==> config.mk <==
export PLATFORM = sky130hd
export DESIGN_NAME = arp_cache_table_core
export DESIGN_NICKNAME = d
export VERILOG_FILES = /design/src/sv/arpc_pkg.sv /design/src/sv/arp_cache_table_core.sv /design/src/sv/arpc_table.sv
export VERILOG_INCLUDE_DIRS = /design/src /design/src/sv
export SDC_FILE = /design/constraint.sdc
export NUM_CORES = 1
export LEC_CHECK = 0
export BUFFER_PORTS_ARGS = -buffer_cell sky130_fd_sc_hd__clkbuf_2
export CAP_MARGIN = 0
export CORE_MARGIN = 8
export CORE_UTILIZATION = 40
export DETAILED_ROUTE_END_ITERATION = 16
export PLACE_DENSITY = 0.61
export SLEW_MARGIN = 0
export SYNTH_ARGS = -nofsm -noshare
export SYNTH_HDL_FRONTEND = slang
export SYNTH_HIERARCHICAL = 1
export SYNTH_SLANG_ARGS = --single-unit
==> constraint.sdc <==
create_clock -name clock -period 15.6 [get_ports clock]
set_input_delay 1.56 -clock clock [delete_from_list [all_inputs] [get_ports clock]]
set_output_delay 1.56 -clock clock [all_outputs]
set_load 0.05 [all_outputs]
==> src/sv/assert_macros.svh <==
// ----------------------------------------------------------------------------
// assert_macros.svh
// Concurrent assertion shorthands for the RTL.
// ----------------------------------------------------------------------------
`ifndef ASSERT_MACROS_SVH
`define ASSERT_MACROS_SVH

// Same-cycle implication, disabled in reset.
`define ASSERT_IMPLIES(label, clk, rst, pre, post, msg) \
   label: assert property (@(posedge clk) disable iff (rst) (pre) |-> (post)) \
      else $error(msg);

// Next-cycle implication, disabled in reset.
`define ASSERT_NEXT(label, clk, rst, pre, post, msg) \
   label: assert property (@(posedge clk) disable iff (rst) (pre) |=> (post)) \
      else $error(msg);

`endif

==> src/sv/arpc_pkg.sv <==
// ----------------------------------------------------------------------------
// arpc_pkg
// Shared widths, request kinds and defaults of the ARP cache table.
// ----------------------------------------------------------------------------
package arpc_pkg;

   localparam int TABLE_ENTRIES_DEF = 8;

   localparam int IP_W   = 32;
   localparam int MAC_W  = 48;
   localparam int OPER_W = 16;
   localparam int KIND_W = 2;

   // req_tdata: ip_addr, mac_addr, arp_oper, dest_ip from bit 0 up
   localparam int REQ_DATA_W = IP_W + MAC_W + OPER_W + IP_W;
   // rsp_tdata: status, found_mac, send_reply, reply_dst_mac, reply_dest_ip
   localparam int RSP_USED_W = 1 + MAC_W + 1 + MAC_W + IP_W;
   localparam int RSP_DATA_W = ((RSP_USED_W + 7) / 8) * 8;

   typedef logic [KIND_W-1:0] req_kind_type;

   localparam req_kind_type REQ_LOOKUP = 2'd0;
   localparam req_kind_type REQ_ADD    = 2'd1;
   localparam req_kind_type REQ_PACKET = 2'd2;

   localparam logic [OPER_W-1:0] ARP_OPER_REQUEST = 16'd1;

endpackage

==> src/sv/arp_cache_table_core.sv <==
// ----------------------------------------------------------------------------
// arp_cache_table_core
// Small ARP cache: lookup, add or update, and learning from received packets.
// ----------------------------------------------------------------------------
// Usage:
//   req_* carries one request: req_tuser is the kind (lookup, add, packet),
//   req_tdata the addresses and opcode. rsp_* returns exactly one result per
//   request. csr_wr_en/csr_wr_data load the station's own IP; the user must
//   write it only while idle, the block does not enforce this. A request
//   that touches the table walks all TABLE_ENTRIES entries through the
//   single read port, one entry per cycle, with one comparator against the
//   key and one against zero tracking the first match and the first free
//   entry, then waits in the decide state for the output register. A request
//   that skips the table (packet with sender IP zero, unused kind) goes
//   straight to the decide state. req_tready is high only while idle. The
//   result waits in an output register; a new request may be accepted and
//   scanned while it waits, and its result is held back until rsp_tready
//   takes the previous one.
//   Reset clears own IP and marks every entry free at once; no sweep.
// ----------------------------------------------------------------------------
module arp_cache_table_core #(
   parameter int TABLE_ENTRIES = arpc_pkg::TABLE_ENTRIES_DEF
) (
   input  logic                            clock,
   input  logic                            reset,
   // request: ip_addr[31:0], mac_addr[79:32], arp_oper[95:80], dest_ip[127:96]
   input  logic [arpc_pkg::REQ_DATA_W-1:0] req_tdata,
   // request kind: req_type[1:0]
   input  logic [arpc_pkg::KIND_W-1:0]     req_tuser,
   input  logic                            req_tvalid,
   output logic                            req_tready,
   // result: status[0], found_mac[48:1], send_reply[49], reply_dst_mac[97:50],
   // reply_dest_ip[129:98], zero fill above
   output logic [arpc_pkg::RSP_DATA_W-1:0] rsp_tdata,
   output logic                            rsp_tvalid,
   input  logic                            rsp_tready,
   input  logic                            csr_wr_en,
   input  logic [arpc_pkg::IP_W-1:0]       csr_wr_data
);
   import arpc_pkg::*;
   `include "assert_macros.svh"

   localparam int IDX_W = (TABLE_ENTRIES > 1) ? $clog2(TABLE_ENTRIES) : 1;
   localparam int CNT_W = $clog2(TABLE_ENTRIES + 1);

   typedef enum logic [1:0] {
      ST_IDLE,
      ST_SCAN,
      ST_DECIDE
   } state_type;

   // control
   state_type          state_ff, state_in;
   logic               rsp_tvalid_ff, rsp_tvalid_in;
   logic [IP_W-1:0]    own_ip_ff, own_ip_in;
   logic [CNT_W-1:0]   issue_cnt_ff, issue_cnt_in;
   logic               chk_vld_ff, chk_vld_in;
   logic               hit_ff, hit_in;
   logic               free_ff, free_in;
   // payload
   logic [IDX_W-1:0]   chk_idx_ff, chk_idx_in;
   logic [IDX_W-1:0]   hit_idx_ff, hit_idx_in;
   logic [IDX_W-1:0]   free_idx_ff, free_idx_in;
   logic [MAC_W-1:0]   hit_mac_ff, hit_mac_in;
   req_kind_type       kind_ff, kind_in;
   logic [IP_W-1:0]    key_ip_ff, key_ip_in;
   logic [MAC_W-1:0]   key_mac_ff, key_mac_in;
   logic               learn_ff, learn_in;
   logic               reply_ff, reply_in;
   logic [RSP_DATA_W-1:0] rsp_tdata_ff, rsp_tdata_in;

   // request fields
   logic [IP_W-1:0]    req_ip;
   logic [MAC_W-1:0]   req_mac;
   logic [OPER_W-1:0]  req_oper;
   logic [IP_W-1:0]    req_target;
   req_kind_type       req_kind;
   logic               req_fire;

   // table port
   logic               rd_en;
   logic [IDX_W-1:0]   rd_addr;
   logic [IP_W-1:0]    rd_ip;
   logic [MAC_W-1:0]   rd_mac;
   logic               wr_en;
   logic [IDX_W-1:0]   wr_addr;

   // comparators and result assembly
   logic               eq_key;
   logic               eq_zero;
   logic               slot_free;
   logic               res_status;
   logic [MAC_W-1:0]   res_found;

   assign req_ip     = req_tdata[IP_W-1:0];
   assign req_mac    = req_tdata[IP_W+MAC_W-1:IP_W];
   assign req_oper   = req_tdata[IP_W+MAC_W+OPER_W-1:IP_W+MAC_W];
   assign req_target = req_tdata[REQ_DATA_W-1:IP_W+MAC_W+OPER_W];
   assign req_kind   = req_tuser;

   assign req_tready = (state_ff == ST_IDLE);
   assign req_fire   = req_tvalid && req_tready;
   assign slot_free  = !rsp_tvalid_ff || rsp_tready;

   // compare the entry read last cycle against the key and against free
   assign eq_key  = (rd_ip == key_ip_ff);
   assign eq_zero = (rd_ip == '0);

   // issue one entry read per cycle during the scan
   assign rd_en   = (state_ff == ST_SCAN) && (issue_cnt_ff != CNT_W'(TABLE_ENTRIES));
   assign rd_addr = issue_cnt_ff[IDX_W-1:0];

   // pick the write target and the status of the request
   always_comb begin
      wr_en      = 1'b0;
      wr_addr    = hit_idx_ff;
      res_status = 1'b0;
      res_found  = '0;
      unique case (kind_ff)
         REQ_LOOKUP: begin
            res_status = !hit_ff;
            res_found  = hit_ff ? hit_mac_ff : '0;
         end
         REQ_ADD, REQ_PACKET: begin
            priority if (!learn_ff) begin
               res_status = 1'b0;
            end else if (hit_ff) begin
               wr_en   = 1'b1;
            end else if (free_ff) begin
               wr_en   = 1'b1;
               wr_addr = free_idx_ff;
            end else begin
               res_status = 1'b1;
            end
         end
         default: begin
            res_status = 1'b0;
         end
      endcase
      wr_en = wr_en && (state_ff == ST_DECIDE) && slot_free;
   end

   // next state
   always_comb begin
      state_in      = state_ff;
      rsp_tvalid_in = rsp_tvalid_ff;
      own_ip_in     = own_ip_ff;
      issue_cnt_in  = issue_cnt_ff;
      chk_vld_in    = rd_en;
      chk_idx_in    = rd_addr;
      hit_in        = hit_ff;
      free_in       = free_ff;
      hit_idx_in    = hit_idx_ff;
      free_idx_in   = free_idx_ff;
      hit_mac_in    = hit_mac_ff;
      kind_in       = kind_ff;
      key_ip_in     = key_ip_ff;
      key_mac_in    = key_mac_ff;
      learn_in      = learn_ff;
      reply_in      = reply_ff;
      rsp_tdata_in  = rsp_tdata_ff;

      // drop a result once taken
      if (rsp_tready) begin
         rsp_tvalid_in = 1'b0;
      end

      if (csr_wr_en) begin
         own_ip_in = csr_wr_data;
      end

      unique case (state_ff)
         ST_IDLE: begin
            if (req_fire) begin
               kind_in      = req_kind;
               key_ip_in    = req_ip;
               key_mac_in   = req_mac;
               learn_in     = (req_kind == REQ_ADD) ||
                              ((req_kind == REQ_PACKET) && (req_ip != '0));
               reply_in     = (req_kind == REQ_PACKET) &&
                              (req_oper == ARP_OPER_REQUEST) &&
                              (req_target == own_ip_ff);
               issue_cnt_in = '0;
               hit_in       = 1'b0;
               free_in      = 1'b0;
               if ((req_kind == REQ_LOOKUP) || (req_kind == REQ_ADD) ||
                   ((req_kind == REQ_PACKET) && (req_ip != '0))) begin
                  state_in = ST_SCAN;
               end else begin
                  state_in = ST_DECIDE;
               end
            end
         end
         ST_SCAN: begin
            if (rd_en) begin
               issue_cnt_in = issue_cnt_ff + CNT_W'(1);
            end
            // keep the first match and the first free entry
            if (chk_vld_ff) begin
               if (eq_key && !hit_ff) begin
                  hit_in     = 1'b1;
                  hit_idx_in = chk_idx_ff;
                  hit_mac_in = rd_mac;
               end
               if (eq_zero && !free_ff) begin
                  free_in     = 1'b1;
                  free_idx_in = chk_idx_ff;
               end
               if (chk_idx_ff == IDX_W'(TABLE_ENTRIES - 1)) begin
                  state_in = ST_DECIDE;
               end
            end
         end
         ST_DECIDE: begin
            // hold until the output register is free
            if (slot_free) begin
               rsp_tvalid_in = 1'b1;
               rsp_tdata_in  = RSP_DATA_W'({
                  reply_ff ? key_ip_ff  : {IP_W{1'b0}},
                  reply_ff ? key_mac_ff : {MAC_W{1'b0}},
                  reply_ff,
                  res_found,
                  res_status});
               state_in = ST_IDLE;
            end
         end
         default: begin
            state_in = ST_IDLE;
         end
      endcase
   end

   always_ff @(posedge clock) begin
      if (reset) begin
         state_ff      <= ST_IDLE;
         rsp_tvalid_ff <= 1'b0;
         own_ip_ff     <= '0;
         issue_cnt_ff  <= '0;
         chk_vld_ff    <= 1'b0;
         hit_ff        <= 1'b0;
         free_ff       <= 1'b0;
      end else begin
         state_ff      <= state_in;
         rsp_tvalid_ff <= rsp_tvalid_in;
         own_ip_ff     <= own_ip_in;
         issue_cnt_ff  <= issue_cnt_in;
         chk_vld_ff    <= chk_vld_in;
         hit_ff        <= hit_in;
         free_ff       <= free_in;
      end
      chk_idx_ff   <= chk_idx_in;
      hit_idx_ff   <= hit_idx_in;
      free_idx_ff  <= free_idx_in;
      hit_mac_ff   <= hit_mac_in;
      kind_ff      <= kind_in;
      key_ip_ff    <= key_ip_in;
      key_mac_ff   <= key_mac_in;
      learn_ff     <= learn_in;
      reply_ff     <= reply_in;
      rsp_tdata_ff <= rsp_tdata_in;
   end

   assign rsp_tvalid = rsp_tvalid_ff;
   assign rsp_tdata  = rsp_tdata_ff;

   arpc_table #(
      .ENTRIES (TABLE_ENTRIES),
      .IDX_W   (IDX_W)
   ) u_table (
      .clock   (clock),
      .reset   (reset),
      .rd_en   (rd_en),
      .rd_addr (rd_addr),
      .rd_ip   (rd_ip),
      .rd_mac  (rd_mac),
      .wr_en   (wr_en),
      .wr_addr (wr_addr),
      .wr_ip   (key_ip_ff),
      .wr_mac  (key_mac_ff)
   );

   // an accepted request keeps the block busy after it is accepted
   `ASSERT_NEXT(a_busy_after_accept, clock, reset, req_fire, !req_tready, "ready right after accept")
   // only a learning request writes the table
   `ASSERT_IMPLIES(a_write_only_learn, clock, reset, wr_en, learn_ff && (kind_ff != REQ_LOOKUP), "table write without learning")
   // a reply and a lookup hit never share one result
   `ASSERT_IMPLIES(a_reply_no_found, clock, reset, rsp_tvalid && rsp_tdata[1+MAC_W], rsp_tdata[MAC_W:1] == '0, "reply with found MAC")

endmodule

==> src/sv/arpc_table.sv <==
// ----------------------------------------------------------------------------
// arpc_table
// Entry store of IP and MAC pairs: one write port, one registered read port.
// Per-entry valid bits make every entry read as zero after reset.
// ----------------------------------------------------------------------------
module arpc_table #(
   parameter int ENTRIES = 8,
   parameter int IDX_W   = 3
) (
   input  logic                     clock,
   input  logic                     reset,
   input  logic                     rd_en,
   input  logic [IDX_W-1:0]         rd_addr,
   output logic [arpc_pkg::IP_W-1:0]  rd_ip,
   output logic [arpc_pkg::MAC_W-1:0] rd_mac,
   input  logic                     wr_en,
   input  logic [IDX_W-1:0]         wr_addr,
   input  logic [arpc_pkg::IP_W-1:0]  wr_ip,
   input  logic [arpc_pkg::MAC_W-1:0] wr_mac
);
   import arpc_pkg::*;

   logic [ENTRIES-1:0] valid_ff;
   logic [IP_W-1:0]    ip_mem_ff  [ENTRIES];
   logic [MAC_W-1:0]   mac_mem_ff [ENTRIES];
   logic [IP_W-1:0]    rd_ip_ff;
   logic [MAC_W-1:0]   rd_mac_ff;

   // mark entries written since reset
   always_ff @(posedge clock) begin
      if (reset) begin
         valid_ff <= '0;
      end else if (wr_en) begin
         valid_ff[wr_addr] <= 1'b1;
      end
   end

   // write the entry
   always_ff @(posedge clock) begin
      if (wr_en) begin
         ip_mem_ff[wr_addr]  <= wr_ip;
         mac_mem_ff[wr_addr] <= wr_mac;
      end
   end

   // read the entry; an entry never written reads as free
   always_ff @(posedge clock) begin
      if (rd_en) begin
         rd_ip_ff  <= valid_ff[rd_addr] ? ip_mem_ff[rd_addr]  : '0;
         rd_mac_ff <= valid_ff[rd_addr] ? mac_mem_ff[rd_addr] : '0;
      end
   end

   assign rd_ip  = rd_ip_ff;
   assign rd_mac = rd_mac_ff;

endmodule
==> results of run 1 <==
[routing by layer]
metal | global-route usage | vias to the layer above | share of wire
met5 | 0 | - | 0.00015
met3 | 0.03186 | 126 | 0.055
li1 | - | 8072 | -
met2 | 0.2575 | 509 | 0.49
met1 | 0.2135 | 9776 | 0.44
met4 | 0.03990 | 2 | 0.021
[stage by stage]
stage	instance area [µm²]	power (µW)	std cells	worst slack (ps)
2_1_floorplan	38660	3353	1851	4405
3_3_place_gp	41600	3438	3366	10620
3_5_place_dp	41600	3446	3366	10520
4_1_cts	45020	5938	3558	11220
5_1_grt	45020	6054	3558	11020
6_report	45020	5863	3560	11190
[worst reg2reg max path, stage by stage (launching register included)]
cell and delay [ps]:
edfxtp_1 350, inv_1 50, ha_2 330, nand2_1 70, nor4_1 870, nor4bb_4 750, buf_4 420, buf_4 780
[state kept, by name (all words and copies together), names as in the netlist, 32 cells and up]
name and count:
rsp_tdata 130, own_ip_ff 32, hit_mac_ff 48, key_mac_ff 48
u_table/rd_mac 48, u_table/ip_mem_ff 256, u_table/rd_ip 32, u_table/mac_mem_ff 384
key_ip_ff 32
[final timing paths]
check	from	to	slack, ps	cells past startpoint
worst max-delay path	rsp_tready	u_table/mac_mem_ff[1][1]$_DFFE_PP_	11190	6
worst min-delay path	u_table/rd_mac[46]$_SDFFCE_PN0P_	hit_mac_ff[46]$_DFFE_PP_	410	0
worst max register to register	kind_ff[1]$_DFFE_PP_	u_table/mac_mem_ff[1][1]$_DFFE_PP_	11530	7
worst min register to register	u_table/rd_mac[46]$_SDFFCE_PN0P_	hit_mac_ff[46]$_DFFE_PP_	410	0
[cell type report]
type,count,area share
repair buffers,325,0.03791
clock buffers,131,0.06217
flip-flops and latches,1041,0.6828
clock inverters,61,0.01367
multi-input cells,716,0.1672
diodes,2,0.0001112
inverters,8,0.0006670
well taps,1276,0.03546
[kinds of logic (layout without fill, tap and decap cells)]
logic type	count (synthesis)	in the layout	share of synthesized area
AO/OA/AOI/OAI	17	17	0.003109
XOR/XNOR	66	66	0.01496
adder cells (fa/ha/maj)	4	4	0.001295
buffers and inverters	94	525	0.01295
flip-flops	1041	1041	0.7953
multiplexers	280	280	0.1254
other	1	8	0.00009705
AND/OR/NAND/NOR	343	343	0.04689
[cell usage after synthesis (16+ instances only)]
cell | count | area share
nor2_1 | 136 | 0.013
dfxtp_1 | 53 | 0.027
buf_2 | 22 | 0.0028
edfxtp_1 | 988 | 0.77
nor4_1 | 31 | 0.0050
buf_4 | 16 | 0.0031
xor2_1 | 61 | 0.014
and2_1 | 84 | 0.014
and3_1 | 48 | 0.0078
mux4_2 | 162 | 0.094
mux2i_1 | 114 | 0.030
clkbuf_1 | 34 | 0.0033
[report_power, final]
part | switching (µW) | internal (µW) | total, µW | leakage [µW]
clock network | 1050 | 1430 | 2480 | 0.00166
registers | 64.0 | 3120 | 3180 | 0.00952
logic | 124 | 75.6 | 200 | 0.00382
total | 1240 | 4620 | 5860 | 0.0150
==> results.sh, run 1 <==
export IMPL_status="completed"
export IMPL_yosysSeqAreaShare=0.7953
export IMPL_maxSlewViolCount=0
export IMPL_num_rows=114
export IMPL_worstMarginPinSlew_ps=1122
export IMPL_worst_ir_drop_vdd_mv=0.09358
export IMPL_h_tree_depth=3
export IMPL_port_buffers=298
export IMPL_drt_pass1_iter_count=5
export IMPL_drtAntennaViolNets=0
export IMPL_max_slew_margin=0.2519
export IMPL_cp_start_kind="primary input"
export IMPL_fin_worst_skew_ps=41.85
export IMPL_grt_pass1_vias=20083
export IMPL_cts_resized=0
export IMPL_n_fill_cell=8038
export IMPL_io_pins=305
export IMPL_drt_initial_drc_count=1384
export IMPL_grt_pass1_wl_um=127600
export IMPL_cts_root_buf="clkbuf_16"
export IMPL_netlist_area_um2=38640
export IMPL_dieArea_um2=106800
export IMPL_setup_viol=0
export IMPL_path_clk_slew_ps=60
export IMPL_arrival_ps=4670
export IMPL_powerDensity_nw_per_um2=130.2
export IMPL_nets=2371
export IMPL_finalCritPeriodShare=0.2829
export IMPL_cp_required_ps=15860
export IMPL_crit_buf_inv=3
export IMPL_multi_input_area_um2=7526
export IMPL_maxCapViolCount=0
export IMPL_yosys_warnings=6
export IMPL_critPathMostFrequentCell="buf_4"
export IMPL_fp_dieW_um=326.8
export IMPL_vias=18485
export IMPL_hold_violations=0
export IMPL_syn_area_per_cell_um2=20.93
export IMPL_numCtsBuffers=108
export IMPL_criticalPathCategory="in -> reg"
export IMPL_cts_tree="yes"
export IMPL_cts_sinks=1041
export IMPL_synthArstFlopShare=0
export IMPL_final_cell_mix="988 x edfxtp_1, 298 x clkbuf_2, 162 x mux4_2"
export IMPL_post_dp_hpwl_um=50150
export IMPL_drc=0
export IMPL_synth_seq_cells=1041
export IMPL_synth_cells=1846
export IMPL_cts_hold_buf=0
export IMPL_seqCellArea_um2=30740
export IMPL_final_common_cell="edfxtp_1"
export IMPL_critical_path_max_stage_delay_ps=870
export IMPL_grt_overflow=0
export IMPL_ys_flop_type="edfxtp_1"
export IMPL_finalCriticalPeriod_ps=4413
export IMPL_fin_util=0.4676
export IMPL_hp_class="reg -> reg"
export IMPL_gr_usage_all_layers=0.1565
export IMPL_cp_slowest_cell="nor4_1"
export IMPL_rsz0062_at_grt="false"
export IMPL_power_leakage_uw=0.01501
export IMPL_antenna_found_initial=5
export IMPL_start_util=0.4013
export IMPL_crit_chain="clkbuf_2, nor2b_1, nor4_1, nor4bb_4, buf_4, buf_4"
export IMPL_wirelength_um=85140
export IMPL_clk_latency_ps=670
export IMPL_synth_edf_count=988
export IMPL_grt_max_degree=125
export IMPL_via_per_inst=5.192
export IMPL_postCtsSetupRepairBufs=0
export IMPL_path_max_fanout=57
export IMPL_drive_above_1_share=0.2923
export IMPL_avgRoutedWirePerCell_um=23.92
export IMPL_holdWs_ps=412.0
export IMPL_area_growth_syn_to_layout_pct=16.51
export IMPL_core_region_area_um2=96280
export IMPL_cp_end_kind="flip-flop"
export IMPL_die_y_um=326.8
export IMPL_setup_tns_ps=0
export IMPL_critPathTopFamily="simple AND/OR/NAND/NOR gates"
export IMPL_synth_cell_type_count=43
export IMPL_fmax_ghz=0.2266
export IMPL_routabilityCongestion=0.7759
export IMPL_cts_buffer_depth=3
No activity file was read; power rests on OpenSTA's default activity.
==> inputs of run 2 (changes only) <==
Clock period 15.6 ns to 4.5 ns, I/O delays scaled along.
==> results.sh, run 2 (synthesis results as in run 1) <==
export IMPL_critical_path_max_stage_delay_ps=1010
export IMPL_fin_worst_skew_ps=36.18
export IMPL_drt_pass1_iter_count=7
export IMPL_gr_usage_all_layers=0.1634
export IMPL_drive_above_1_share=0.2827
export IMPL_powerDensity_nw_per_um2=442.4
export IMPL_grt_pass1_vias=20513
export IMPL_r2r_end="u_table/ip_mem_ff[0][8]$_DFFE_PP_"
export IMPL_path_max_fanout=41
export IMPL_antenna_found_initial=2
export IMPL_hold_violations=0
export IMPL_path_clk_slew_ps=60
export IMPL_post_dp_hpwl_um=51980
export IMPL_fp_dieW_um=326.8
export IMPL_cts_sinks=1041
export IMPL_wirelength_um=88820
export IMPL_hp_class="in -> reg"
export IMPL_hold_start="csr_wr_data[13]"
export IMPL_core_region_area_um2=96280
export IMPL_setup_viol=0
export IMPL_start_util=0.4013
export IMPL_io_pins=305
export IMPL_min_delay_path_depth=3
export IMPL_cp_slowest_cell="nor4_1"
export IMPL_worstMarginPinSlew_ps=1191
export IMPL_cts_root_buf="clkbuf_16"
export IMPL_power_leakage_uw=0.01553
export IMPL_hold_end="own_ip_ff[13]$_SDFFE_PP0P_"
export IMPL_nets=2478
export IMPL_die_y_um=326.8
export IMPL_drc=0
export IMPL_cp_required_ps=4790
export IMPL_routabilityCongestion=0.7865
export IMPL_reg2reg_from="kind_ff[1]$_DFFE_PP_"
export IMPL_worst_ir_drop_vdd_mv=0.3218
export IMPL_dieArea_um2=106800
export IMPL_dp_slack_ps=1240
export IMPL_fmax_ghz=0.2942
export IMPL_vias=19076
export IMPL_clk_latency_ps=680
export IMPL_drt_initial_drc_count=1320
export IMPL_final_cell_mix="988 x edfxtp_1, 298 x clkbuf_2, 162 x mux4_2"
export IMPL_cp_end_kind="flip-flop"
export IMPL_grt_overflow=0
export IMPL_port_buffers=298
export IMPL_h_tree_depth=3
export IMPL_grt_pass1_wl_um=132200
export IMPL_arrival_ps=3690
export IMPL_final_common_cell="edfxtp_1"
export IMPL_fin_ws_ps=1101
export IMPL_finalCriticalPeriod_ps=3399
export IMPL_finalCritPeriodShare=0.7554
export IMPL_status="completed"
export IMPL_area_growth_syn_to_layout_pct=19.80
export IMPL_cts_resized=0
export IMPL_via_per_inst=5.194
export IMPL_grt_max_degree=82
export IMPL_largest_register_ffs=384
export IMPL_numCtsBuffers=105
export IMPL_postCtsSetupRepairBufs=0
export IMPL_maxCapViolCount=0
export IMPL_num_rows=114
export IMPL_cts_hold_buf=102
export IMPL_cp_start_kind="flip-flop"
export IMPL_maxSlewViolCount=0
export IMPL_r2r_worst_path_cells=6
export IMPL_criticalPathCategory="reg -> reg"
export IMPL_drtAntennaViolNets=0
export IMPL_cts_buffer_depth=3
export IMPL_cts_tree="yes"
export IMPL_regMostFlops="u_table/mac_mem_ff"
export IMPL_crit_chain="inv_1, ha_2, nand2_1, nor4_1, nor4b_4, buf_4"
export IMPL_rrSetupSlack_ps=1100
export IMPL_avgRoutedWirePerCell_um=24.18
export IMPL_rsz0062_at_grt="false"
export IMPL_max_slew_margin=0.1990
export IMPL_total_power_uw=20480
## run 2: how the worst max path moves through the flow
stage | slack, ps | to | startpoint
after floorplan | -2010 | u_table/ip_mem_ff[4][0]$_DFFE_PP_ | kind_ff[0]$_DFFE_PP_
after detailed placement | 1240 | u_table/ip_mem_ff[3][13]$_DFFE_PP_ | kind_ff[1]$_DFFE_PP_
after global placement | 1350 | u_table/ip_mem_ff[3][13]$_DFFE_PP_ | kind_ff[1]$_DFFE_PP_
final | 1100 | u_table/ip_mem_ff[0][8]$_DFFE_PP_ | kind_ff[1]$_DFFE_PP_
after CTS | 1100 | u_table/ip_mem_ff[3][18]$_DFFE_PP_ | kind_ff[1]$_DFFE_PP_
after global routing | 850 | u_table/ip_mem_ff[7][21]$_DFFE_PP_ | kind_ff[1]$_DFFE_PP_
## run 2: report_power, final
part | leakage [µW] | switching (µW) | total, µW | internal (µW)
clock | 0.00167 | 3660 | 8660 | 5000
sequential | 0.00952 | 212 | 11000 | 10800
combinational | 0.00434 | 469 | 798 | 329
## run 2: final cells by class
cell class | count | area [µm²]
clock buffers | 130 | 2836
repair buffers | 435 | 2913
well taps | 1276 | 1597
diodes | 2 | 5.005
clock inverters | 65 | 619.3
multi-input cells | 716 | 7547
inverters | 8 | 30.03
fillers | 7943 | 49990
flip-flops and latches | 1041 | 30740
## run 2: routing by layer
layer,routed length (µm),track usage,share of wire
met2,43410,0.2696,0.49
met3,5613,0.03555,0.063
met1,37930,0.2208,0.43
met4,1855,0.04152,0.021
met5,13,0,0.00015
## run 2: worst max-delay path, delay by kind of cell, from the launching register on
family,cells,cell delay [ps]
and+or+nand+nor,3,1520
DFF,1,360
adders and majority gates,1,320
buffers and inverters,2,700
## run 2: per-stage QoR
| step | util | instance area [µm²] | hold slack, ps | instances | TNS (ps) |
|---|---|---|---|---|---|
| floorplan | - | 38700 | 362.9 | 1851 | -554860 |
| global placement | 0.4342 | 41810 | 402.7 | 3374 | 0 |
| detailed placement | 0.4342 | 41810 | 405.7 | 3374 | 0 |
| CTS | 0.4807 | 46280 | 0.2700 | 3671 | 0 |
| global route | 0.4807 | 46280 | 13.19 | 3671 | 0 |
| finish | 0.4808 | 46290 | 49.02 | 3673 | 0 |
==> inputs of run 3 (changes only) <==
Settings changed: ABC_AREA set to 1, PLACE_DENSITY 0.61 to 0.63.
Clock period 4.5 ns to 2.75 ns, I/O delays scaled along.
==> results.sh, run 3 <==
export IMPL_grt_pass1_wl_um=166300
export IMPL_cts_root_buf="clkbuf_16"
export IMPL_port_buffers=298
export IMPL_cts_buffer_depth=3
export IMPL_cp_start_kind="flip-flop"
export IMPL_worst_ir_drop_vdd_mv=0.7231
export IMPL_cp_slowest_cell="edfxtp_1"
export IMPL_seqCellArea_um2=30750
export IMPL_io_pins=305
export IMPL_hold_end="u_table/valid_ff[2]$_SDFFE_PP0P_"
export IMPL_min_delay_path_depth=2
export IMPL_die_y_um=347.1
export IMPL_drt_initial_drc_count=2279
export IMPL_n_fill_cell=9710
export IMPL_placed_cell_area_um2=47280
export IMPL_final_cell_mix="1336 x nand2_1, 988 x edfxtp_1, 958 x inv_1"
export IMPL_dp_cells=5823
export IMPL_p_clk_frac=0.324
export IMPL_cts_resized=0
export IMPL_numCtsBuffers=108
export IMPL_post_dp_hpwl_um=64480
export IMPL_setup_viol=0
export IMPL_net_switching_power_uw=15020
export IMPL_critical_path_max_stage_delay_ps=400
export IMPL_antenna_found_initial=2
export IMPL_arrival_ps=2920
export IMPL_power_leakage_uw=0.02366
export IMPL_vias=28628
export IMPL_synth_edf_count=988
export IMPL_finalCritPeriodShare=0.9447
export IMPL_r2r_end="u_table/mac_mem_ff[4][47]$_DFFE_PP_"
export IMPL_largest_register_ffs=384
export IMPL_yosys_warnings=6
export IMPL_r2r_worst_path_cells=10
export IMPL_avgRoutedWirePerCell_um=17.52
export IMPL_num_rows=121
export IMPL_synth_largest_area_cell="edfxtp_1"
export IMPL_maxCapViolCount=0
export IMPL_finalCriticalPeriod_ps=2598
export IMPL_crit_chain="inv_1, ha_1, nand2_2, inv_2, nand3_4, mux2_2, nor2_1, nand2_1, clkinvlp_4, buf_12"
export IMPL_fmax_ghz=0.3849
export IMPL_dieArea_um2=120500
export IMPL_synth_seq_cells=1041
export IMPL_max_slew_margin=0.3282
export IMPL_drive_above_1_share=0.1221
export IMPL_cts_tree="yes"
export IMPL_crit_buf_inv=4
export IMPL_fp_dieW_um=347.1
export IMPL_switching_share=0.3245
export IMPL_grt_pass1_vias=28878
export IMPL_synth_area_leaders="edfxtp_1 68%, nand2_1 11%, inv_1 8.3%, nand3_1 3.9%, dfxtp_1 2.4%"
export IMPL_drc=0
export IMPL_grt_overflow=0
export IMPL_gr_usage_all_layers=0.1748
export IMPL_reg2reg_from="kind_ff[0]$_DFFE_PP_"
export IMPL_cp_required_ps=3070
export IMPL_cts_sinks=1041
export IMPL_maxSlewViolCount=0
export IMPL_postCtsSetupRepairBufs=0
export IMPL_nets=4804
export IMPL_routabilityCongestion=0.8977
export IMPL_yosysSeqAreaShare=0.7007
export IMPL_start_util=0.4029
export IMPL_multi_input_area_um2=8546
export IMPL_combPwrFrac=0.232
export IMPL_p_int_uw=31270
export IMPL_netlist_top_cells_count="1339 x nand2_1, 988 x edfxtp_1, 970 x inv_1"
export IMPL_rrSetupSlack_ps=150
export IMPL_cts_hold_buf=114
export IMPL_netlist_area_um2=43850
export IMPL_powerDensity_nw_per_um2=889.0
export IMPL_synth_cells=4194
export IMPL_hold_violations=0
export IMPL_path_clk_slew_ps=60
export IMPL_path_max_fanout=43
export IMPL_area_growth_syn_to_layout_pct=18.73
export IMPL_synth_cell_type_count=38
export IMPL_core_region_area_um2=108900
export IMPL_criticalPathCategory="reg -> reg"
export IMPL_synthArstFlopShare=0
export IMPL_clk_latency_ps=680
export IMPL_syn_area_per_cell_um2=10.46
export IMPL_worstMarginPinSlew_ps=1008
export IMPL_status="completed"
export IMPL_via_per_inst=4.661
export IMPL_fin_cells=6142
export IMPL_wirelength_um=107600
export IMPL_synth_most_common_cell="nand2_1"
export IMPL_hp_class="in -> reg"
export IMPL_synth_top_cell_area_share=0.6765
export IMPL_hold_start="reset"
export IMPL_regMostFlops="u_table/mac_mem_ff"
export IMPL_rsz0062_at_grt="false"
export IMPL_final_common_cell="nand2_1"
export IMPL_pwr_share_seq=0.444
export IMPL_setup_tns_ps=0
export IMPL_fin_worst_skew_ps=32.43
export IMPL_critPathTopFamily="buffers and inverters"
export IMPL_cp_end_kind="flip-flop"
export IMPL_h_tree_depth=3
export IMPL_ys_flop_type="edfxtp_1"
export IMPL_final_area_um2=52070
export IMPL_drtAntennaViolNets=0
export IMPL_drt_pass1_iter_count=6
export IMPL_grt_max_degree=123
## run 3: layout make-up
cell class | count | area share
Clock buffer | 131 | 0.05438
Multi-Input combinational cell | 2020 | 0.1641
Timing Repair Buffer | 485 | 0.07022
Clock inverter | 71 | 0.01552
Antenna cell | 3 | 0.0001442
Inverter | 977 | 0.07113
Tap cell | 1414 | 0.03398
Sequential cell | 1041 | 0.5905
## run 3: stage by stage
stage	utilization	hold WS, ps	worst slack, ps	power (µW)
global route	0.4783	69.81	1.256	48590
global placement	0.4343	401.6	252.9	31390
floorplan	-	334.4	-866.8	28300
finish	0.4783	85.28	152.1	46290
detailed placement	0.4343	404.5	207.5	31570
CTS	0.4783	14.25	164.5	46740
## run 3: how the worst max path moves through the flow
stage,start,endpoint,slack [ps],cells past startpoint
6_report,kind_ff[0]$_DFFE_PP_,u_table/mac_mem_ff[4][47]$_DFFE_PP_,150,10
5_1_grt,kind_ff[0]$_DFFE_PP_,u_table/ip_mem_ff[0][2]$_DFFE_PP_,1,10
4_1_cts,kind_ff[0]$_DFFE_PP_,u_table/mac_mem_ff[0][39]$_DFFE_PP_,160,10
3_5_place_dp,kind_ff[0]$_DFFE_PP_,u_table/ip_mem_ff[0][10]$_DFFE_PP_,210,10
3_3_place_gp,kind_ff[0]$_DFFE_PP_,u_table/ip_mem_ff[0][10]$_DFFE_PP_,250,10
2_1_floorplan,kind_ff[1]$_DFFE_PP_,u_table/ip_mem_ff[1][0]$_DFFE_PP_,-870,7
## run 3: worst reg2reg max path, cell delays in order (launching register included)
cell and delay [ps]:
edfxtp_1 400, inv_1 80, ha_1 230, nand2_2 100, inv_2 60, nand3_4 70, mux2_2 380, nor2_1 250
nand2_1 160, clkinvlp_4 150, buf_12 320
## run 3: kinds of logic (layout without fill, tap and decap cells)
group	count (synthesis)	in the layout	synth area share
simple gates	1893	1893	0.1743
buf+inv	1138	1664	0.1069
flops	1041	1041	0.7007
compound gates	97	97	0.01267
xor+xnor	17	17	0.003395
fa+ha+maj	4	4	0.001141
mux	3	3	0.0007703
other cells	1	9	0.00008551
## run 3: power by group through the flow
stage | registers [µW] | logic (µW) | clock network, µW
CTS | 20600 | 10800 | 15300
global placement | 20900 | 10500 | 0
floorplan | 21700 | 6640 | 0
detailed placement | 20900 | 10600 | 0
finish | 20600 | 10700 | 15000
global route | 20700 | 11900 | 15900
## run 3: metal layers
layer,track usage,vias up,part of all wire
li1,-,13997,-
met2,0.2952,878,0.48
met5,0,-,0
met3,0.03217,156,0.063
met1,0.2311,13597,0.44
met4,0.04939,0,0.022
